## src/rtl/core/huffman_code_bit_packer_unit_macros.svh

```systemverilog
// Assertion macros for the Huffman code bit packer.
// Included by the RTL modules that carry assertions; no other dependencies.
`ifndef HUFFMAN_CODE_BIT_PACKER_UNIT_MACROS_SVH
`define HUFFMAN_CODE_BIT_PACKER_UNIT_MACROS_SVH

`ifndef ASSERT_OFF

// Property that must hold at every clock edge outside reset.
`define HCBP_ASSERT(label, clk, rst_n, prop) \
    label: assert property (@(posedge clk) disable iff (!rst_n) prop) \
        else $error("hcbp assertion failed");

// Condition that must never be true outside reset.
`define HCBP_ASSERT_NEVER(label, clk, rst_n, expr) \
    label: assert property (@(posedge clk) disable iff (!rst_n) !(expr)) \
        else $error("hcbp forbidden condition seen");

`else

`define HCBP_ASSERT(label, clk, rst_n, prop)
`define HCBP_ASSERT_NEVER(label, clk, rst_n, expr)

`endif

`endif

```

## src/rtl/core/hcbp_pkg.sv

```systemverilog
// Shared types and constants for the Huffman code bit packer.
// No dependencies; used by hcbp_packer and huffman_code_bit_packer_unit.
package hcbp_pkg;

    // Default longest code word the table can hold.
    localparam int MAX_CODE_LEN_DEFAULT = 32;

    // Table depth follows the symbol field width.
    localparam int SYM_W = 8;

    // Request operation codes.
    localparam logic [1:0] OP_LOAD   = 2'd0;
    localparam logic [1:0] OP_ENCODE = 2'd1;
    localparam logic [1:0] OP_FLUSH  = 2'd2;

    // Packer sequencer states.
    typedef enum logic [1:0] {
        ST_IDLE,
        ST_LOOKUP,
        ST_EMIT
    } pk_state_t;

    // Accepted request as seen by the packer.
    typedef struct packed {
        logic encode;
        logic flush;
    } pk_req_t;

endpackage

```

## src/rtl/core/hcbp_packer.sv

```systemverilog
// Bit accumulator and byte sequencer of the Huffman code bit packer.
// Depends on hcbp_pkg and huffman_code_bit_packer_unit_macros.svh.
`include "huffman_code_bit_packer_unit_macros.svh"

module hcbp_packer #(
    parameter int CODE_W = 32,
    parameter int LEN_W  = 6
) (
    input  logic              clk,
    input  logic              rst_n,
    input  hcbp_pkg::pk_req_t req,
    input  logic [CODE_W-1:0] rd_code,
    input  logic [LEN_W-1:0]  rd_len,
    output logic              busy,
    output logic              strobe,
    output logic [7:0]        packed_byte,
    output logic              last_of_run
);

    localparam int ACC_W  = CODE_W + 8;
    localparam int BITS_W = $clog2(CODE_W + 8);

    hcbp_pkg::pk_state_t state_reg, state_next;

    logic [ACC_W-1:0]  acc_reg, acc_next;
    logic [BITS_W-1:0] bits_reg, bits_next;
    logic [7:0]        pend_reg, pend_next;   // pending bits, left aligned
    logic [2:0]        pcnt_reg, pcnt_next;
    logic              strobe_reg, strobe_next;
    logic [7:0]        byte_reg, byte_next;
    logic              last_reg, last_next;

    logic [ACC_W-1:0]  acc_calc;
    logic [BITS_W-1:0] total;

    // Merge the looked-up code behind the pending bits.
    assign acc_calc = {pend_reg, {CODE_W{1'b0}}} | ({rd_code, 8'h00} >> pcnt_reg);
    assign total    = BITS_W'(pcnt_reg) + BITS_W'(rd_len);

    always_ff @(posedge clk or negedge rst_n)
    begin
        if (!rst_n)
        begin
            state_reg  <= hcbp_pkg::ST_IDLE;
            pend_reg   <= 8'h00;
            pcnt_reg   <= 3'd0;
            strobe_reg <= 1'b0;
        end
        else
        begin
            state_reg  <= state_next;
            pend_reg   <= pend_next;
            pcnt_reg   <= pcnt_next;
            strobe_reg <= strobe_next;
        end
    end

    always_ff @(posedge clk)
    begin
        acc_reg  <= acc_next;
        bits_reg <= bits_next;
        byte_reg <= byte_next;
        last_reg <= last_next;
    end

    always_comb
    begin
        state_next  = state_reg;
        acc_next    = acc_reg;
        bits_next   = bits_reg;
        pend_next   = pend_reg;
        pcnt_next   = pcnt_reg;
        strobe_next = 1'b0;
        byte_next   = byte_reg;
        last_next   = last_reg;
        unique case (state_reg)
            hcbp_pkg::ST_IDLE:
            begin
                if (req.encode)
                begin
                    state_next = hcbp_pkg::ST_LOOKUP;
                end
                else if (req.flush && (pcnt_reg != 3'd0))
                begin
                    strobe_next = 1'b1;
                    byte_next   = pend_reg;
                    last_next   = 1'b1;
                    pend_next   = 8'h00;
                    pcnt_next   = 3'd0;
                end
            end
            hcbp_pkg::ST_LOOKUP:
            begin
                if (total < BITS_W'(8))
                begin
                    pend_next  = acc_calc[ACC_W-1 -: 8];
                    pcnt_next  = total[2:0];
                    state_next = hcbp_pkg::ST_IDLE;
                end
                else
                begin
                    acc_next   = acc_calc;
                    bits_next  = total;
                    state_next = hcbp_pkg::ST_EMIT;
                end
            end
            hcbp_pkg::ST_EMIT:
            begin
                strobe_next = 1'b1;
                byte_next   = acc_reg[ACC_W-1 -: 8];
                last_next   = ({1'b0, bits_reg} < (BITS_W+1)'(16));
                acc_next    = acc_reg << 8;
                bits_next   = bits_reg - BITS_W'(8);
                if (last_next)
                begin
                    pend_next  = acc_reg[ACC_W-9 -: 8];
                    pcnt_next  = bits_reg[2:0];
                    state_next = hcbp_pkg::ST_IDLE;
                end
            end
            default:
            begin
                state_next = hcbp_pkg::ST_IDLE;
            end
        endcase
    end

    assign busy        = (state_reg != hcbp_pkg::ST_IDLE);
    assign strobe      = strobe_reg;
    assign packed_byte = byte_reg;
    assign last_of_run = last_reg;

    // Bytes of one run leave on consecutive cycles.
    `HCBP_ASSERT(a_run_contiguous, clk, rst_n, (strobe_reg && !last_reg) |=> strobe_reg)
    // A lookup follows only an accepted encode request.
    `HCBP_ASSERT(a_lookup_after_encode, clk, rst_n,
                 (state_reg == hcbp_pkg::ST_LOOKUP) |-> $past(req.encode))
    // Emission never starts with less than a full byte.
    `HCBP_ASSERT_NEVER(a_emit_underflow, clk, rst_n,
                       (state_reg == hcbp_pkg::ST_EMIT) && (bits_reg < BITS_W'(8)))
    // A run ends with the block ready for the next request.
    `HCBP_ASSERT(a_last_frees_block, clk, rst_n,
                 (strobe_reg && last_reg) |-> (state_reg == hcbp_pkg::ST_IDLE))

endmodule

```

## config.mk

```make
export PLATFORM = sky130hd
export DESIGN_NAME = hcbp_packer
export DESIGN_NICKNAME = d
export VERILOG_FILES = /design/src/rtl/core/hcbp_pkg.sv /design/src/rtl/core/hcbp_packer.sv
export VERILOG_INCLUDE_DIRS = /design/src /design/src/rtl/core
export SDC_FILE = /design/constraint.sdc
export NUM_CORES = 1
export LEC_CHECK = 0
export ABC_AREA = 1
export BUFFER_PORTS_ARGS = -buffer_cell sky130_fd_sc_hd__buf_2
export CAP_MARGIN = 40
export CORE_MARGIN = 8
export CORE_UTILIZATION = 39
export CTS_BUF_LIST = sky130_fd_sc_hd__clkbuf_16
export DETAILED_ROUTE_END_ITERATION = 8
export HOLD_SLACK_MARGIN = 0.12
export SYNTH_ARGS = -nofsm -noshare
export SYNTH_HDL_FRONTEND = slang
export SYNTH_SLANG_ARGS = --single-unit
```

## constraint.sdc

```tcl
create_clock -name clk -period 6.2 [get_ports clk]
set_input_delay 1.24 -clock clk [delete_from_list [all_inputs] [get_ports clk]]
set_output_delay 1.24 -clock clk [all_outputs]
set_load 0.02 [all_outputs]
```

==> run_results.csv, run 1 <==
group,metric,value,unit
outcome,status,"finished, final reports clean",
placement,io_buffer_count,52,
placement,place_congestion,0.8581,
synth,synth_flop_cell,"edfxtp_1",
timing,fin_crit_sh,50.04,%
timing,rsz0062_at_grt,"no",
power,p_leak,2.086,nW
global_routing,antenna_found_initial,0,
synth,yosysSeqAreaShare,47.30,%
power,p_int,1.645,mW
finish,final_common_cell,"nand2_1",
finish,num-fill-cells,1059,
synth,synthArstFlopShare,20.59,%
critical_path,cpMostUsedCell,"nand2_1",
global_routing,grt.total_usage,14.23,%
finish,antenna_cells,0,
finish,syn_to_final_growth,15.07,%
finish,nets,601,
floorplan,num_rows,37,
cts,cts_setup_buffers,0,
power,ir_worst_vdd,0.2065,mV
finish,drive_above_1_share,17.69,%
critical_path,cp_max_fo,42,
cts,insertion_delay,0.33,ns
critical_path,slowest_stage,"buf_4",
timing,tns,0,ns
critical_path,cp-start-kind,"primary input",
drt,route.detailed.drc,0,
drt,routed_via_density,5.116,
power,p_seq_share,33.3,%
timing,holdWs,0.4827,ns
cts,cts_sinks,68,
cts,cts_root_buf,"clkbuf_16",
synth,synth_cells,513,
critical_path,cp_cell_sequence,"buf_2, ha_1, fa_1, nand2_1, nand2_1, nand2_1, nand2_1, nand2_1, nor2_2, nand2_2, nand2_2, o21ai_4, buf_4",
cts,cts_buffer_depth,2,
critical_path,end_kind,"register",
power,p_clk_share,20.6,%
power,powerDensity,585.2,mW/mm2
critical_path,cp_data_arrival_time,3.06,ns
cts,hold_buffers,0,
synth,yosys.cell_types.count,36,
drt,wl_per_cell,14.16,um
synth,synthesis.nets,565,
global_routing,grt-ovfl-total,0,
timing,skew,0.007631,ns
power,p_sw,1.162,mW
drt,totalWireLength,9.767,mm
floorplan,die_area,0.01425,mm2
cts,numCtsBuffers,9,
floorplan,fp.dieW,119.4,um
timing,maxSlewViolCount,0,
critical_path,crit_required,6.16,ns
floorplan,core-area,0.01037,mm2
cts,cts_tree,"done",
drt,ant_nets,0,
drt,drt-pass1-iter-count,5,
timing,fmax,322.3,MHz
cts,htree_levels,3,
synth,syn_avg_cell_area,8.127,um2
synth,yosysWarnings,0,
synth,synth_area,0.004169,mm2
timing,finalHoldViolCount,0,
timing,worst_pin_slew,0.7161,ns
critical_path,max_stage_delay,0.50,ns
synth,ys_ff_latch,68,
drt,drt_iter0_markers,240,
floorplan,dieHeight,119.4,um
finish,largest_register_ffs,39,
global_routing,grt_max_degree,61,
finish,mostFrequentLayoutCells,"nand2_1 (203), edfxtp_1 (54), nand3_1 (53)",
flow_run,drv_cap,0,
global_routing,grt_pass1_vias,3475,
floorplan,io_pins,53,
timing,final.min_clock_period,3.103,ns
critical_path,crit_type,"in2reg",
power,power_frac_comb,46.1,%
power,p_sw_share,41.39,%
placement,dp_hpwl,7.020,mm
cts,post_cts_resized,0,
floorplan,start_util,40.20,%
cts,clk_pin_slew,0.06,ns
timing,setup_viol_count_final,0,
timing,slew_headroom,52.21,%
drt,vias,3530,
global_routing,grt_pass1_wl,16.67,mm
hold_path,hold_path_class,"reg2reg",
synth,synth_edf_count,54,
kinds of logic after synthesis:
family	synth area share (%)
xor gates and xnor gates	0.4202
and+or+nand+nor	28.24
muxes	0.7203
buffers and inverters	7.503
DFF	47.30
AOI/OAI and AO/OA	12.63
adders and majority gates	3.181
worst paths after layout:
kind                       slack [ns]         start  cells after the start           end
min in group asynchronous        0.82         rst_n                      1        strobe
max in group asynchronous        5.11         rst_n                      1  state_reg[0]
setup reg to reg                 3.44  state_reg[0]                      6   acc_reg[19]
hold reg to reg                  0.48   pend_reg[1]                      2   pend_reg[1]
hold / removal                   0.48   pend_reg[1]                      2   pend_reg[1]
setup / recovery                 3.10     rd_len[0]                     13   acc_reg[19]
stage by stage:
step	cell area, um2	std cells	total power, mW	utilization, %	setup slack [ns]
finish	4797	690	2.807	46.26	3.097
global route	4797	690	3.043	46.26	2.904
CTS	4797	690	2.837	46.26	3.085
detailed placement	4457	674	2.248	42.98	2.738
global placement	4457	674	2.224	42.98	2.784
floorplan	4169	513	1.994	-	1.488
layout make-up:
cell class	count	area (um2)	share of cell area, %
tap	136	170.2	3.547
timing repair buffer	56	290.3	6.051
sequential	68	1972	41.11
clock buffer	9	225.2	4.695
inverter	33	126.4	2.634
clock inverter	7	115.1	2.400
multi-input combinational	381	1898	39.57
metal layers:
layer	share of wire [%]	up-vias	track usage, %	wire length, um
met4	1.1	0	3.981	106
met5	0	-	0	0
met3	6.9	10	4.440	674
met2	44	103	22.59	4314
li1	-	1813	-	-
met1	48	1604	18.33	4671
power groups by stage:
stage	logic (mW)	clock network (mW)	registers [mW]
after global placement	1.29	0	0.938
after CTS	1.31	0.592	0.936
after detailed placement	1.30	0	0.945
final	1.29	0.579	0.935
after global routing	1.48	0.609	0.958
after floorplan	1.01	0	0.985
synthesized netlist by cell type, types with 2 or more instances:
library cell / number / share of area, %
a21oi_1: 4 / 0.48
a31oi_1: 5 / 0.75
buf_2: 8 / 0.96
buf_4: 8 / 1.4
buf_6: 4 / 1.1
clkbuf_1: 10 / 0.90
dfrtp_1: 14 / 8.4
edfxtp_1: 54 / 39
ha_1: 9 / 2.7
inv_1: 27 / 2.4
inv_2: 5 / 0.45
mux2i_1: 3 / 0.72
nand2_1: 203 / 18
nand2_2: 4 / 0.60
nand3_1: 53 / 6.4
nand4_1: 2 / 0.30
nor2_1: 15 / 1.4
nor2_2: 2 / 0.30
o211ai_1: 8 / 1.4
o21ai_0: 38 / 4.6
o21ai_2: 8 / 1.7
o221ai_1: 12 / 2.5
o22ai_1: 4 / 0.60
critical path: cells and delay by family:
| kind | cells | cell delay, ns |
|---|---|---|
| compound gates | 1 | 0.08 |
| fa+ha+maj | 2 | 0.62 |
| buf+inv | 2 | 0.60 |
| simple gates | 8 | 0.50 |
Note: power is estimated with default switching activity, not from simulation.
==> run 2: changes to the inputs <==
Settings changed: ABC_AREA 1 to 0.
Clock period 6.2 ns to 2.7 ns, I/O delays scaled along.
==> run 2 against run 1 <==
Synthesized cell count decreased by 24%. Clock skew down 0.00059 ns. First-iteration DRC count grew 25%. Clock power up 85%. Critical path type is now reg2reg. Largest power group unchanged. Global-route usage is 0.28 points higher. Highest routed layer unchanged.
==> run_results.csv, run 2 <==
group,metric,value,unit
cts,clk_pin_slew,0.06,ns
synth,synth_cells,392,
timing,rsz0062_at_grt,"no",
drt,ant_nets,0,
power,ir_worst_vdd,0.5339,mV
floorplan,core-area,0.01079,mm2
timing,finalHoldViolCount,0,
power,power_frac_comb,51.3,%
floorplan,num_rows,38,
critical_path,max_stage_delay,0.40,ns
finish,nets,495,
critical_path,crit_family,"adder cells",
flow_run,drv_cap,0,
synth,synthesis.nets,444,
critical_path,timing.critical_path.buf_inv,1,
synth,ys_ff_latch,68,
drt,drt-pass1-iter-count,5,
drt,vias,3217,
placement,dp_hpwl,7.532,mm
floorplan,die_area,0.01459,mm2
placement,io_buffer_count,52,
critical_path,slowest_stage,"fa_1",
power,p_clk_share,16.3,%
floorplan,dieHeight,120.8,um
timing,skew,0.007046,ns
placement,placed_area,0.004732,mm2
global_routing,antenna_found_initial,0,
power,p_sw,2.633,mW
finish,utilization,46.46,%
timing,holdWs,0.5076,ns
timing,slew_headroom,62.00,%
cts,post_cts_resized,0,
floorplan,fp.dieW,120.8,um
synth,yosysMostFrequentCell,"mux2i_1",
global_routing,grt-ovfl-total,0,
power,p_sw_share,39.99,%
placement,place_congestion,0.8495,
drt,route.detailed.drc,0,
global_routing,grt.total_usage,14.52,%
timing,setup_viol_count_final,0,
drt,routed_via_density,5.471,
drt,wl_per_cell,17.66,um
hold_path,hold_path_class,"in2reg",
global_routing,grt_pass1_wl,16.85,mm
drt,totalWireLength,10.38,mm
critical_path,crit_type,"reg2reg",
finish,final_common_cell,"mux2i_1",
cts,htree_levels,3,
synth,yosysTopAreaCellShare,37.87,%
cts,cts_root_buf,"clkbuf_16",
cts,insertion_delay,0.33,ns
timing,worst_pin_slew,0.5692,ns
floorplan,start_util,39.67,%
finish,num-fill-cells,989,
power,p_leak,2.146,nW
cts,cts_tree,"done",
drt,drt_iter0_markers,299,
finish,largest_register_ffs,39,
finish,mostFrequentLayoutCells,"mux2i_1 (67), edfxtp_1 (54), buf_2 (52)",
synth,yosys.area.top_type,"edfxtp_1",
critical_path,cp_data_arrival_time,2.62,ns
cts,cts_sinks,68,
critical_path,end_kind,"register",
synth,synth_flop_cell,"edfxtp_1",
global_routing,grt_max_degree,88,
synth,synthTopCellsByArea,"edfxtp_1 (38%), mux2i_1 (16%), dfrtp_1 (8.2%)",
timing,final.min_clock_period,2.408,ns
critical_path,crit_required,2.91,ns
cts,numCtsBuffers,9,
finish,drive_above_1_share,22.77,%
synth,yosysWarnings,0,
power,p_int,3.952,mW
timing,maxSlewViolCount,0,
cts,cts_setup_buffers,0,
outcome,status,"finished, final reports clean",
finish,antenna_cells,0,
power,powerDensity,1313,mW/mm2
synth,synth_area,0.004282,mm2
cts,hold_buffers,1,
finish,syn_to_final_growth,17.12,%
synth,synth_edf_count,54,
critical_path,cp_cell_sequence,"ha_1, fa_1, a21o_1, mux2i_1, a21boi_1, buf_4, nor2_4, mux2_2",
timing,fin_crit_sh,89.17,%
finish,final_area,0.005015,mm2
timing,tns,0,ns
synth,yosysSeqAreaShare,46.05,%
global_routing,grt_pass1_vias,3230,
critical_path,cp-start-kind,"register",
critical_path,cp_max_fo,7,
synth,syn_avg_cell_area,10.92,um2
synth,synthArstFlopShare,20.59,%
synth,yosys-top-cells-count,"mux2i_1 (67), edfxtp_1 (54), nand2_1 (44), o21ai_1 (34), a21oi_1 (19)",
power,p_seq_share,32.4,%
cts,cts_buffer_depth,2,
synth,yosys.cell_types.count,49,
timing,fmax,415.4,MHz
floorplan,io_pins,53,
-- run 2: cells by family after synthesis --
kind of cell | synth area share (%)
AO/OA/AOI/OAI | 13.44
adder cells (fa/ha/maj) | 3.098
multiplexers | 23.73
XOR/XNOR | 1.023
AND/OR/NAND/NOR | 8.446
buffers and inverters | 4.208
flip-flops | 46.06
-- run 2: area by class of cell --
cell class	count	area, um2	area share [%]
multi-input cells	283	2140	42.66
flip-flops and latches	68	1973	39.35
repair buffers	67	400.4	7.984
clock buffers	10	250.2	4.990
well taps	140	175.2	3.493
inverters	14	53.80	1.073
clock inverters	6	22.52	0.4491
-- run 2: path summary, 6_finish.rpt --
check                           slack (ns)   startpoint  cells after the start      endpoint
min in group asynchronous             0.65        rst_n                      2   pcnt_reg[0]
worst min register to register        0.53  acc_reg[18]                      2   acc_reg[26]
worst max register to register        0.29  pcnt_reg[0]                      8   pend_reg[1]
worst max-delay path                  0.29  pcnt_reg[0]                      8   pend_reg[1]
worst min-delay path                  0.51       req[1]                      3  state_reg[0]
max in group asynchronous             1.78        rst_n                      2   pcnt_reg[1]
-- run 2: stage by stage --
stage | power [mW] | instances | worst slack, ns
3_3_place_gp | 5.446 | 571 | 0.1025
5_1_grt | 7.035 | 588 | 0.2191
2_1_floorplan | 4.622 | 392 | 0.01047
6_report | 6.585 | 588 | 0.2925
3_5_place_dp | 5.535 | 571 | 0.05865
4_1_cts | 6.617 | 588 | 0.3111
-- run 2: metal layers --
metal,vias up,global-route usage [%],wire [um]
met5,-,0,0
met4,0,4.918,129
met3,10,3.497,630
met2,100,22.16,4655
met1,1545,19.73,4968
li1,1562,-,-
-- run 2: power by group through the flow --
stage,sequential (mW),clock [mW],combinational [mW]
finish,2.14,1.07,3.38
global route,2.19,1.13,3.72
CTS,2.14,1.08,3.39
detailed placement,2.16,0,3.37
global placement,2.14,0,3.31
floorplan,2.14,0,2.48
-- run 2: worst register-to-register path: stages (launching register included) --
cell      delay (ns)
dfrtp_1         0.39
ha_1            0.22
fa_1            0.40
a21o_1          0.20
mux2i_1         0.18
a21boi_1        0.11
buf_4           0.19
nor2_4          0.24
mux2_2          0.36
